### src/rtl/core/deq_pkg.sv
// Shared types and constants for the double-ended queue unit.
package deq_pkg;

    localparam int DEPTH_DEFAULT = 64;
    localparam int VALUE_W       = 32;
    localparam int COUNT_W       = 16;

    typedef enum logic [2:0] {
        ACT_PUSH_REAR  = 3'd0,
        ACT_POP_FRONT  = 3'd1,
        ACT_PUSH_FRONT = 3'd2,
        ACT_POP_REAR   = 3'd3,
        ACT_LIST_FWD   = 3'd4,
        ACT_LIST_REV   = 3'd5,
        ACT_READ_POS   = 3'd6,
        ACT_DROP_FRONT = 3'd7
    } action_t;

    typedef enum logic [1:0] {
        ST_OK    = 2'd0,
        ST_EMPTY = 2'd1,
        ST_FULL  = 2'd2
    } status_t;

endpackage

### src/rtl/core/deq_cmd_if.sv
// Command channel: one queue action per beat.
interface deq_cmd_if;
    logic                                valid;
    logic                                ready;
    deq_pkg::action_t                    action;
    logic signed [deq_pkg::VALUE_W-1:0]  value;
    logic        [deq_pkg::COUNT_W-1:0]  count;

    modport source (output valid, action, value, count, input ready);
    modport sink   (input valid, action, value, count, output ready);
endinterface

### src/rtl/core/deq_rsp_if.sv
// Response channel: one result per beat.
interface deq_rsp_if;
    logic                                valid;
    logic                                ready;
    logic signed [deq_pkg::VALUE_W-1:0]  item_value;
    deq_pkg::status_t                    status;
    logic                                last;

    modport source (output valid, item_value, status, last, input ready);
    modport sink   (input valid, item_value, status, last, output ready);
endinterface

### src/rtl/core/double_ended_queue_unit.sv
// Double-ended queue of signed values in a ring RAM, run by a small sequencer.
//
//  channel  dir  payload                      notes
//  cmd      in   action, value, count         taken only while idle
//  rsp      out  item_value, status, last     last marks the final beat of an action
//
// Sequencing: one beat is taken, the next cycle executes it. Pushes into a non-full queue
// and drops finish there; pops, reads and pushes onto a full queue present their result
// the cycle after, pops and reads via one RAM read. Listing returns one element per
// rsp beat, each read after the last beat is taken: one shared slot adder and one RAM read port.
// Reset clears front index, element count and the sequencer; RAM contents are not cleared.
// A stalled rsp holds the result and the sequencer; cmd.ready stays low until done.
module double_ended_queue_unit #(
    parameter int DEPTH = deq_pkg::DEPTH_DEFAULT
) (
    input  logic      clk,
    input  logic      rst_n,
    deq_cmd_if.sink   cmd,
    deq_rsp_if.source rsp
);
    import deq_pkg::*;

    localparam int IDX_W = $clog2(DEPTH);
    localparam int CNT_W = $clog2(DEPTH + 1);

    typedef enum logic [2:0] {
        S_IDLE = 3'b001,
        S_EXEC = 3'b010,
        S_OUT  = 3'b100
    } state_t;

    state_t state_reg, state_next;

    // Queue control state
    logic [IDX_W-1:0] front_reg, front_next;
    logic [CNT_W-1:0] count_reg, count_next;
    logic [IDX_W-1:0] idx_reg, idx_next;     // list position

    // Latched command
    action_t                    action_reg;
    logic signed [VALUE_W-1:0]  value_reg;
    logic        [COUNT_W-1:0]  pos_reg;

    // Result held for the response beat
    status_t status_reg, status_next;
    logic    last_reg, last_next;

    // Shared slot unit: (front + offset) mod DEPTH
    logic [IDX_W-1:0] offset;
    logic [IDX_W:0]   slot_sum;
    logic [IDX_W-1:0] slot;

    logic             ram_we;
    logic             ram_re;
    logic [IDX_W-1:0] ram_raddr;
    logic [VALUE_W-1:0] ram_rdata;

    logic full;
    logic empty;
    logic list_last;
    logic cmd_fire;

    assign full      = (count_reg == CNT_W'(DEPTH));
    assign empty     = (count_reg == '0);
    assign list_last = ((CNT_W'(idx_reg) + CNT_W'(1)) == count_reg);
    assign cmd_fire  = cmd.valid && cmd.ready;

    assign cmd.ready      = (state_reg == S_IDLE);
    assign rsp.valid      = (state_reg == S_OUT);
    assign rsp.status     = status_reg;
    assign rsp.last       = last_reg;
    assign rsp.item_value = (status_reg == ST_OK) ? ram_rdata : '0;

    // Offset into the ring for the current action
    always_comb
    begin
        case (action_reg)
            ACT_PUSH_REAR:  offset = IDX_W'(count_reg);
            ACT_PUSH_FRONT: offset = IDX_W'(DEPTH - 1);
            ACT_POP_FRONT:  offset = IDX_W'(1);
            ACT_POP_REAR:   offset = IDX_W'(count_reg - CNT_W'(1));
            ACT_LIST_FWD:   offset = idx_reg;
            ACT_LIST_REV:   offset = IDX_W'(count_reg - CNT_W'(idx_reg) - CNT_W'(1));
            ACT_READ_POS:   offset = IDX_W'(pos_reg - COUNT_W'(1));
            default:        offset = IDX_W'(pos_reg);
        endcase
    end

    assign slot_sum = {1'b0, front_reg} + {1'b0, offset};
    assign slot     = (slot_sum >= (IDX_W + 1)'(DEPTH))
                    ? IDX_W'(slot_sum - (IDX_W + 1)'(DEPTH))
                    : slot_sum[IDX_W-1:0];

    // Sequencer
    always_comb
    begin
        state_next  = state_reg;
        front_next  = front_reg;
        count_next  = count_reg;
        idx_next    = idx_reg;
        status_next = status_reg;
        last_next   = last_reg;
        ram_we      = 1'b0;
        ram_re      = 1'b0;
        ram_raddr   = slot;

        case (state_reg)
            S_IDLE:
            begin
                if (cmd_fire)
                begin
                    idx_next   = '0;
                    state_next = S_EXEC;
                end
            end

            S_EXEC:
            begin
                status_next = ST_OK;
                last_next   = 1'b1;
                state_next  = S_OUT;
                case (action_reg)
                    ACT_PUSH_REAR, ACT_PUSH_FRONT:
                    begin
                        if (full)
                        begin
                            status_next = ST_FULL;
                        end
                        else
                        begin
                            ram_we     = 1'b1;
                            count_next = count_reg + CNT_W'(1);
                            state_next = S_IDLE;
                            if (action_reg == ACT_PUSH_FRONT)
                            begin
                                front_next = slot;
                            end
                        end
                    end

                    ACT_POP_FRONT, ACT_POP_REAR:
                    begin
                        if (empty)
                        begin
                            status_next = ST_EMPTY;
                        end
                        else
                        begin
                            ram_re     = 1'b1;
                            count_next = count_reg - CNT_W'(1);
                            if (action_reg == ACT_POP_FRONT)
                            begin
                                ram_raddr  = front_reg;
                                front_next = slot;
                            end
                        end
                    end

                    ACT_LIST_FWD, ACT_LIST_REV:
                    begin
                        if (empty)
                        begin
                            status_next = ST_EMPTY;
                        end
                        else
                        begin
                            ram_re    = 1'b1;
                            last_next = list_last;
                        end
                    end

                    ACT_READ_POS:
                    begin
                        if ((pos_reg == '0) || (pos_reg > COUNT_W'(count_reg)))
                        begin
                            status_next = ST_EMPTY;
                        end
                        else
                        begin
                            ram_re = 1'b1;
                        end
                    end

                    default:
                    begin
                        // drop front: clamp to empty when asked for all or more
                        state_next = S_IDLE;
                        if (pos_reg >= COUNT_W'(count_reg))
                        begin
                            front_next = '0;
                            count_next = '0;
                        end
                        else if (pos_reg != '0)
                        begin
                            front_next = slot;
                            count_next = count_reg - CNT_W'(pos_reg);
                        end
                    end
                endcase
            end

            S_OUT:
            begin
                if (rsp.ready)
                begin
                    if (last_reg)
                    begin
                        state_next = S_IDLE;
                    end
                    else
                    begin
                        idx_next   = idx_reg + IDX_W'(1);
                        state_next = S_EXEC;
                    end
                end
            end

            default:
            begin
                state_next = S_IDLE;
            end
        endcase
    end

    always_ff @(posedge clk or negedge rst_n)
    begin
        if (!rst_n)
        begin
            state_reg  <= S_IDLE;
            front_reg  <= '0;
            count_reg  <= '0;
            idx_reg    <= '0;
            status_reg <= ST_OK;
            last_reg   <= 1'b0;
        end
        else
        begin
            state_reg  <= state_next;
            front_reg  <= front_next;
            count_reg  <= count_next;
            idx_reg    <= idx_next;
            status_reg <= status_next;
            last_reg   <= last_next;
        end
    end

    // Command payload, no reset needed
    always_ff @(posedge clk)
    begin
        if (cmd_fire)
        begin
            action_reg <= cmd.action;
            value_reg  <= cmd.value;
            pos_reg    <= cmd.count;
        end
    end

    deq_ram #(
        .WIDTH (VALUE_W),
        .DEPTH (DEPTH)
    ) u_ram (
        .clk   (clk),
        .we    (ram_we),
        .waddr (slot),
        .wdata (value_reg),
        .re    (ram_re),
        .raddr (ram_raddr),
        .rdata (ram_rdata)
    );

    a_count_bound: assert property (@(posedge clk) disable iff (!rst_n)
        count_reg <= CNT_W'(DEPTH))
        else $error("element count above depth");

    a_front_bound: assert property (@(posedge clk) disable iff (!rst_n)
        {1'b0, front_reg} < (IDX_W + 1)'(DEPTH))
        else $error("front index outside ring");

    a_no_write_full: assert property (@(posedge clk) disable iff (!rst_n)
        ram_we |-> !full && (state_reg == S_EXEC))
        else $error("ring write while full");

    a_accept_exec: assert property (@(posedge clk) disable iff (!rst_n)
        cmd_fire |=> (state_reg == S_EXEC))
        else $error("accepted command not executed");

    a_read_has_data: assert property (@(posedge clk) disable iff (!rst_n)
        ram_re |-> !empty)
        else $error("ring read with no live element");
endmodule

### src/rtl/core/deq_ram.sv
// Generic single-write, single-read RAM with registered read data.
module deq_ram #(
    parameter int WIDTH = 32,
    parameter int DEPTH = 64
) (
    input  logic                     clk,
    input  logic                     we,
    input  logic [$clog2(DEPTH)-1:0] waddr,
    input  logic [WIDTH-1:0]         wdata,
    input  logic                     re,
    input  logic [$clog2(DEPTH)-1:0] raddr,
    output logic [WIDTH-1:0]         rdata
);
    logic [WIDTH-1:0] mem [DEPTH];

    always_ff @(posedge clk)
    begin
        if (we)
        begin
            mem[waddr] <= wdata;
        end
        if (re)
        begin
            rdata <= mem[raddr];
        end
    end
endmodule

### src/flat_wrapper.sv
// flat-port wrapper written by rule: the top's interface ports become plain ports
module double_ended_queue_unit_flat import deq_pkg::*;
#(
    parameter int DEPTH = deq_pkg::DEPTH_DEFAULT
)
  (clk, rst_n, cmd_valid, cmd_action, cmd_value, cmd_count, cmd_ready, rsp_valid, rsp_item_value, rsp_status, rsp_last, rsp_ready);
  deq_cmd_if cmd_i ();
  deq_rsp_if rsp_i ();
  input  logic clk;
  input  logic rst_n;
  input wire logic [$bits(cmd_i.valid)-1:0] cmd_valid;
  input wire logic [$bits(cmd_i.action)-1:0] cmd_action;
  input wire logic [$bits(cmd_i.value)-1:0] cmd_value;
  input wire logic [$bits(cmd_i.count)-1:0] cmd_count;
  output wire logic [$bits(cmd_i.ready)-1:0] cmd_ready;
  output wire logic [$bits(rsp_i.valid)-1:0] rsp_valid;
  output wire logic [$bits(rsp_i.item_value)-1:0] rsp_item_value;
  output wire logic [$bits(rsp_i.status)-1:0] rsp_status;
  output wire logic [$bits(rsp_i.last)-1:0] rsp_last;
  input wire logic [$bits(rsp_i.ready)-1:0] rsp_ready;
  assign cmd_i.valid = cmd_valid;
  assign cmd_i.action = cmd_action;
  assign cmd_i.value = cmd_value;
  assign cmd_i.count = cmd_count;
  assign cmd_ready = cmd_i.ready;
  assign rsp_valid = rsp_i.valid;
  assign rsp_item_value = rsp_i.item_value;
  assign rsp_status = rsp_i.status;
  assign rsp_last = rsp_i.last;
  assign rsp_i.ready = rsp_ready;
  double_ended_queue_unit #(.DEPTH(DEPTH)) u_core (.clk(clk), .rst_n(rst_n), .cmd(cmd_i), .rsp(rsp_i));
endmodule
### config.mk
export PLATFORM = sky130hd
export DESIGN_NAME = double_ended_queue_unit_flat
export DESIGN_NICKNAME = d
export VERILOG_FILES = /design/src/rtl/core/deq_pkg.sv /design/src/rtl/core/deq_cmd_if.sv /design/src/rtl/core/deq_rsp_if.sv /design/src/rtl/core/double_ended_queue_unit.sv /design/src/rtl/core/deq_ram.sv /design/src/flat_wrapper.sv
export SDC_FILE = /design/constraint.sdc
export NUM_CORES = 2
export LEC_CHECK = 0
export BUFFER_PORTS_ARGS = -buffer_cell sky130_fd_sc_hd__buf_2
export CAP_MARGIN = 10
export CORE_UTILIZATION = 60
export DETAILED_ROUTE_END_ITERATION = 10
export PLACE_DENSITY_LB_ADDON = 0.3
export SETUP_SLACK_MARGIN = 0.2
export SLEW_MARGIN = 15
export SYNTH_ARGS = -nofsm -noshare
export SYNTH_HDL_FRONTEND = slang
export SYNTH_SLANG_ARGS = --single-unit
### constraint.sdc
create_clock -name clk -period 20.6 [get_ports clk]
set_clock_uncertainty 0.1 [all_clocks]
set_input_delay 1.03 -clock clk [delete_from_list [all_inputs] [get_ports clk]]
set_output_delay 1.03 -clock clk [all_outputs]
set_load 0.01 [all_outputs]
## After elaboration in Yosys (flattened, before gate mapping)

Memories as Yosys holds them, arrays and structs flattened. A register that Yosys moved wholly into a read port is not among the register bits.
Index checks and enable logic that the tools add are counted.

- Register bits after elaboration: 76
- Bits in writable memories: 2048
- Input bits: 55
- Logic and storage cells: 105
- Memories kept: 1

- Add/subtract/negate cells: 10
- Order comparisons: 3
- Equality and inequality tests: 18
- Mux-type cells: 44
- Bitwise gates (word level): 1
- Reductions and logical operators: 19

Memory list:

| name | words | bits a word | read ports | clocked after Yosys merged registers in | wr ports | line | source |
|---|---|---|---|---|---|---|---|
| u_core.u_ram.mem | 64 | 32 | 1 | 1 | 1 | deq_ram.sv:14 | `logic [WIDTH-1:0] mem [DEPTH];` |

Operator list:

| operator | count |
|---|---|
| 6-bit two-way mux | 14 |
| 6-bit one-hot mux with 7 select lines | 1 |
| 32-bit two-way mux | 1 |
| 7-bit two-way mux | 4 |
| 7-bit one-hot mux with 3 select lines | 1 |
| 6-bit one-hot mux with 3 select lines | 1 |
| 6-bit by 1-bit subtractor with 6-bit output (second input constant) | 3 |
| 16-bit by 7-bit greater-or-equal comparator with 1-bit output | 1 |
| 16-bit by 7-bit greater-than comparator with 1-bit output | 1 |
| 16-bit logical NOT | 1 |
| 16-bit nonzero test | 1 |
| 3-bit == test (second input constant) | 4 |
| 1-bit two-way mux | 12 |
| 6-bit one-hot mux with 2 select lines | 1 |
| 3-bit by 2-bit == test with 1-bit output (second input constant) | 3 |
| 3-bit two-way mux | 3 |
| 3-bit one-hot mux with 3 select lines | 1 |
| 2-bit inequality test (second input constant) | 4 |
| 6-bit by 1-bit adder with 7-bit output (second input constant) | 1 |
| 6-bit by 6-bit adder with 7-bit output | 1 |
| 7-bit by 1-bit adder with 7-bit output (second input constant) | 1 |
| 7-bit == test | 1 |
| 7-bit == test (second input constant) | 1 |
| 7-bit greater-or-equal comparator (second input constant) | 1 |
| other kinds (26) | 32 |

## Longest topological paths before layout

- Depth after elaboration: 10
- Mapped depth: 21

## By module

A second synthesis with hierarchy kept.

- Cell total of the unflattened synthesis: 4041
- Area, all modules: 83889.2 µm²

By module, submodules not included:

| module | times used | cells an instance | area an instance (µm²) | seq. area each (µm²) |
|---|---|---|---|---|
| deq_ram | 1 | 3572 | 79206.0 | 62459.9 |
| double_ended_queue_unit | 1 | 469 | 4683.2 | 2158.3 |

## Worst setup path before layout

No wires, ideal clock.

- Kind: register to register
- Start point: register u_core.count_reg[0]
- End point: memory u_core.u_ram.mem[12][0] (enable)
- Arrival: 6.609 ns
- Path slack: 13.389 ns
- Cell stages (with the launch flop): 17
- Buffers on the path: 2
- Period minus slack after synthesis: 7.211 ns
- Cells stage by stage: dfrtp_1 > ha_1 > fa_1 > nand2_1 > o21ai_0 > a21oi_1 > o2bb2ai_1 > a22oi_1 > ha_1 > a21o_1 > a21oi_1 > nor4b_1 > or3_1 > clkbuf_1 > xnor2_1 > clkbuf_1 > nor4_1

- Cells in the longest elaborated chain, start to end: 6
- Elaborated cells on any way between the ends: 14

Ends and longest elaborated chain:

| what | line | source |
|---|---|---|
| start, declared | double_ended_queue_unit.sv:36 | `logic [CNT_W-1:0] count_reg, count_next;` |
| start signal, assigned | double_ended_queue_unit.sv:240 | `count_reg <= count_next;` |
| 6-bit subtractor or 7-bit == test (tied branches) | double_ended_queue_unit.sv:83, double_ended_queue_unit.sv:63 |  |
| 6-bit by 1-bit subtractor with 6-bit output or 1-bit two-way mux (tied branches) | double_ended_queue_unit.sv:83, double_ended_queue_unit.sv:125 |  |
| 6-bit one-hot mux with 7 select lines or 1-bit two-way mux (tied branches) | double_ended_queue_unit.sv:77, double_ended_queue_unit.sv:122 |  |
| 6-bit by 6-bit adder with 7-bit output or 1-bit two-way mux (tied branches) | double_ended_queue_unit.sv:89, double_ended_queue_unit.sv:107 |  |
| 6-bit by 1-bit subtractor with 6-bit output, or another cell as far along | double_ended_queue_unit.sv:91 | `? IDX_W'(slot_sum - (IDX_W + 1)'(DEPTH))` |
| 6-bit two-way mux or 1-bit two-way mux (tied branches) | double_ended_queue_unit.sv:91, deq_ram.sv:20 |  |
| end, declared | deq_ram.sv:14 |  |

Parallel ways exist; a longest one is shown, timed or not.

## Worst setup path in the final report

- Start point: register u_core.action_reg[0]
- End point: register u_core.u_ram.rdata[14] (read register of u_core.u_ram.mem) (data pin)

- Cells in the longest elaborated chain, start to end: 9
- Elaborated cells on any way between the ends: 20

Ends and longest elaborated chain:

| what | line | source |
|---|---|---|
| start, declared | double_ended_queue_unit.sv:40 | `action_t action_reg;` |
| start signal, assigned | double_ended_queue_unit.sv:252 | `action_reg <= cmd.action;` |
| 3-bit == test, or another cell as far along | double_ended_queue_unit.sv:77, double_ended_queue_unit.sv:122 |  |
| 6-bit one-hot mux with 7 select lines | double_ended_queue_unit.sv:77 | `case (action_reg)` |
| 6-bit by 6-bit adder with 7-bit output | double_ended_queue_unit.sv:89 | `assign slot_sum = {1'b0, front_reg} + {1'b0, offset};` |
| 6-bit by 1-bit subtractor with 6-bit output or 7-bit greater-or-equal comparator (tied branches) | double_ended_queue_unit.sv:91, double_ended_queue_unit.sv:90 |  |
| 6-bit two-way mux | double_ended_queue_unit.sv:91 |  |
| 6-bit two-way mux | double_ended_queue_unit.sv:151 | `if (action_reg == ACT_POP_FRONT)` |
| 6-bit two-way mux | double_ended_queue_unit.sv:143 | `if (empty)` |
| 6-bit two-way mux | double_ended_queue_unit.sv:122 | `case (action_reg)` |
| 6-bit two-way mux | double_ended_queue_unit.sv:107 | `case (state_reg)` |
| end, declared | deq_ram.sv:12 | `output logic [WIDTH-1:0] rdata` |

Parallel ways exist; a longest one is shown, timed or not.
A chain may end at the register's enable or synchronous reset.

==> impl_metrics.toml <==
[outcome]
status = "completed"

[die]
die-area_um2 = 142300
num_rows = 137
pin_count = 92
coreArea_um2 = 139500
dieWidth_um = 377.2
initial_core_util_pct = 60.53
die_h_um = 377.2

[layout]
fin_util_pct = 67.29
areaGrowthSynthToFinish_pct = 11.16
num-fill-cells = 8913
final_nets = 5366
drive_gt1_share_pct = 16.21
largest_reg_flops = 2048

[critical_path]
cp_cell_sequence = "clkinv_1, nor2_1, a32oi_1, o21ai_0, o21ai_0, ha_1, inv_1, fa_1, a21oi_4, buf_4, buf_4, buf_4, buf_4, mux4_2, a22o_1, a311oi_1, nor4_1"
path_common_cell = "buf_4"
critical_path.startpoint_type = "flop"
max_stage_delay_ns = 0.87
reg2reg_depth = 17
cp_num_buf_inv = 6
cp.depth = 17
worst-path-max-fanout = 66
crit_required_ns = 21.03
cpMaxStageDelayCell = "edfxtp_1"
endpoint_kind = "flop"
path_class = "flop to flop"
worstPathArrival_ns = 9.06
cp_top_family = "buffers and inverters"

[sta]
finalSetupViolations = 0
period_share_pct = 41.92
slew_violations = 0
worst_pin_slew_ns = 1.098
relSlewSlack_pct = 25.63
rsz0062_at_grt = "false"
fin_crit_ns = 8.636
timing_hold_violations_final = 0
max_freq_mhz = 115.8
final.setup.tns_ns = 0

[place]
hpwl_um = 118700
io_buffers = 91
gp_congestion = 0.8968

[yosys]
synthFlopType = "edfxtp_1"
syn-instance-count = 5154
synth_edf_count = 2131
synthArstFlopShare_pct = 1.160
synth_xor_area_share_pct = 0.3215
synth_top_family_by_area = "simple AND/OR/NAND/NOR gates"
synthMuxAreaShare_pct = 7.047
netlist_area_um2 = 84460
synth.avg_cell_area_um2 = 16.39
synthAdderAreaFrac_pct = 0.4711
synth_cell_types = 69
yosys_warnings = 0
synth-compound-area-share_pct = 3.991
synth_nets = 5239
yosys.area_share.simple_pct = 9.515
synth_seq_cells = 2156
yosysSeqAreaShare_pct = 76.51

[clocking]
htreeDepth = 4
cts_setup_buffers = 0
cts-resized-gates = 0
hold_buffers = 0
clock_latency_ns = 0.84
cts_buffer_depth = 3
clock-sinks = 2156
cts_made_buffers = 202
cts_tree = "done"
clockRootBuffer = "clkbuf_16"
clk_pin_slew_ns = 0.06

[routing]
num_vias = 49700
ant_nets = 0
drc = 0
avgViaCountPerCell = 6.776
drt_iter0_markers = 7808
dr.pass1.iters = 8
routed_wl_um = 227500
wire_per_inst_um = 31.02

[global_route]
grt_max_degree = 144
met1_usage_pct = 44.28
grt_pass1_wl_um = 325600
grt_overflow = 0
antenna_found_initial = 10
grt_use_met2_pct = 49.15
grtUsageMet3_pct = 6.869
grt_pass1_vias = 48190
grt_usage_pct = 32.17
grt_busiest_layer = "met2"

[power]
p_sw_share_pct = 41.25
ir_drop_mv = 0.2244
pwr-share-seq_pct = 32.7
leakagePower_nw = 30.30
totalPowerFinal_mw = 15.98
cell_internal_pwr_mw = 9.390
power.density_nw_per_um2 = 170.3
switching_power_mw = 6.594
pwr-share-comb_pct = 44.2
p_clk_share_pct = 23.0

[flow_run]
drv_cap = 0

[hold_path]
hold_path.class = "input port to asynchronous set/reset pin"
[metrics by stage]
stage | hold WS, ns | std cells | setup WS, ns | cell area, um2
after floorplan | 0.3933 | 5154 | 13.39 | 84460
after CTS | 0.1024 | 7331 | 12.09 | 93870
final | 0.1188 | 7334 | 11.96 | 93880
after global placement | 0.4070 | 6953 | 12.32 | 87370
after detailed placement | 0.4156 | 6953 | 12.15 | 87370
after global routing | 0.1549 | 7331 | 11.73 | 93880
[cell usage after synthesis (9+ instances only)]
library cell	instances	area share (%)
xor2_1	11	0.11
and2_1	37	0.27
mux2i_1	13	0.15
a22oi_1	125	1.1
nor3_1	9	0.053
nor2_1	41	0.18
buf_6	33	0.44
nand2_1	1055	4.7
a22o_1	15	0.16
a21oi_1	151	0.89
nand4_1	123	0.91
a21o_1	9	0.080
a32oi_1	10	0.10
buf_4	15	0.13
mux4_2	256	6.8
nor4_1	73	0.54
a31oi_1	131	0.97
edfxtp_1	2131	76
dfrtp_1	24	0.71
ha_1	27	0.40
o21ai_0	26	0.15
xnor2_1	20	0.21
clkbuf_1	133	0.59
or4_1	30	0.27
buf_2	128	0.76
nand3_1	389	2.3
inv_1	31	0.14
buf_1	13	0.058
[placed cells by master, fill, tap and decap left out, types with 19 or more instances in the layout]
cell and count:
clkinv_2 43, mux4_2 256, nand2_1 1054, clkbuf_16 204, o21ai_0 25, dfrtp_1 24
clkinv_1 48, a31oi_1 131, nor4_2 65, inv_1 30, clkbuf_1 44, buf_4 152
edfxtp_1 2131, ha_1 27, nor2_1 40, nand3_1 389, bufinv_16 19, or4_1 30
a21oi_1 148, nand4_1 123, and2_1 35, a22oi_1 125, buf_2 91
[per-layer routing]
metal  vias up  wire [um]
li1      20350          -
met1     25010      81780
met2      3730     105900
met3       598      27620
met4         4      12140
met5         -         27
[cell type report]
| type | count | area (um2) | share of cell area, % |
|---|---|---|---|
| antenna | 3 | 7.507 | 0.007996 |
| clock buffer | 250 | 5298 | 5.643 |
| clock inverter | 128 | 1211 | 1.290 |
| inverter | 33 | 125.1 | 0.1333 |
| multi-input combinational | 2642 | 18620 | 19.83 |
| sequential | 2156 | 64620 | 68.83 |
| tap | 1876 | 2347 | 2.500 |
| timing repair buffer | 246 | 1657 | 1.765 |
[final timing paths]
check                           slack [ns]                             from                               end
worst max-delay path                 11.96   u_core.action_reg[0]$_DFFE_PP_  u_core.u_ram.rdata[14]$_DFFE_PP_
worst min-delay path                  0.12                            rst_n   u_core.count_reg[5]$_DFFE_PN0P_
worst max register to register       11.96   u_core.action_reg[0]$_DFFE_PP_  u_core.u_ram.rdata[14]$_DFFE_PP_
worst min register to register        0.43  u_core.state_reg[0]$_DFFE_PN1P_   u_core.state_reg[0]$_DFFE_PN1P_
max in group asynchronous            19.84                            rst_n   u_core.count_reg[6]$_DFFE_PN0P_
min in group clk                      0.26                    cmd_value[12]    u_core.value_reg[12]$_DFFE_PP_
[cells by family after synthesis]
group,Yosys count
and+or+nand+nor,1788
adders and majority gates,30
DFF,2156
xor gates and xnor gates,31
AOI/OAI and AO/OA,520
muxes,273
buffers and inverters,356
[power by group through the flow]
stage	Combinational, mW	Clock (mW)	Sequential [mW]
2_1_floorplan	4.43	0	5.40
3_3_place_gp	6.80	0	5.32
3_5_place_dp	6.92	0	5.32
4_1_cts	6.99	3.69	5.23
5_1_grt	7.41	3.86	5.24
6_report	7.07	3.68	5.23
Power figures use the tool's default switching activity.
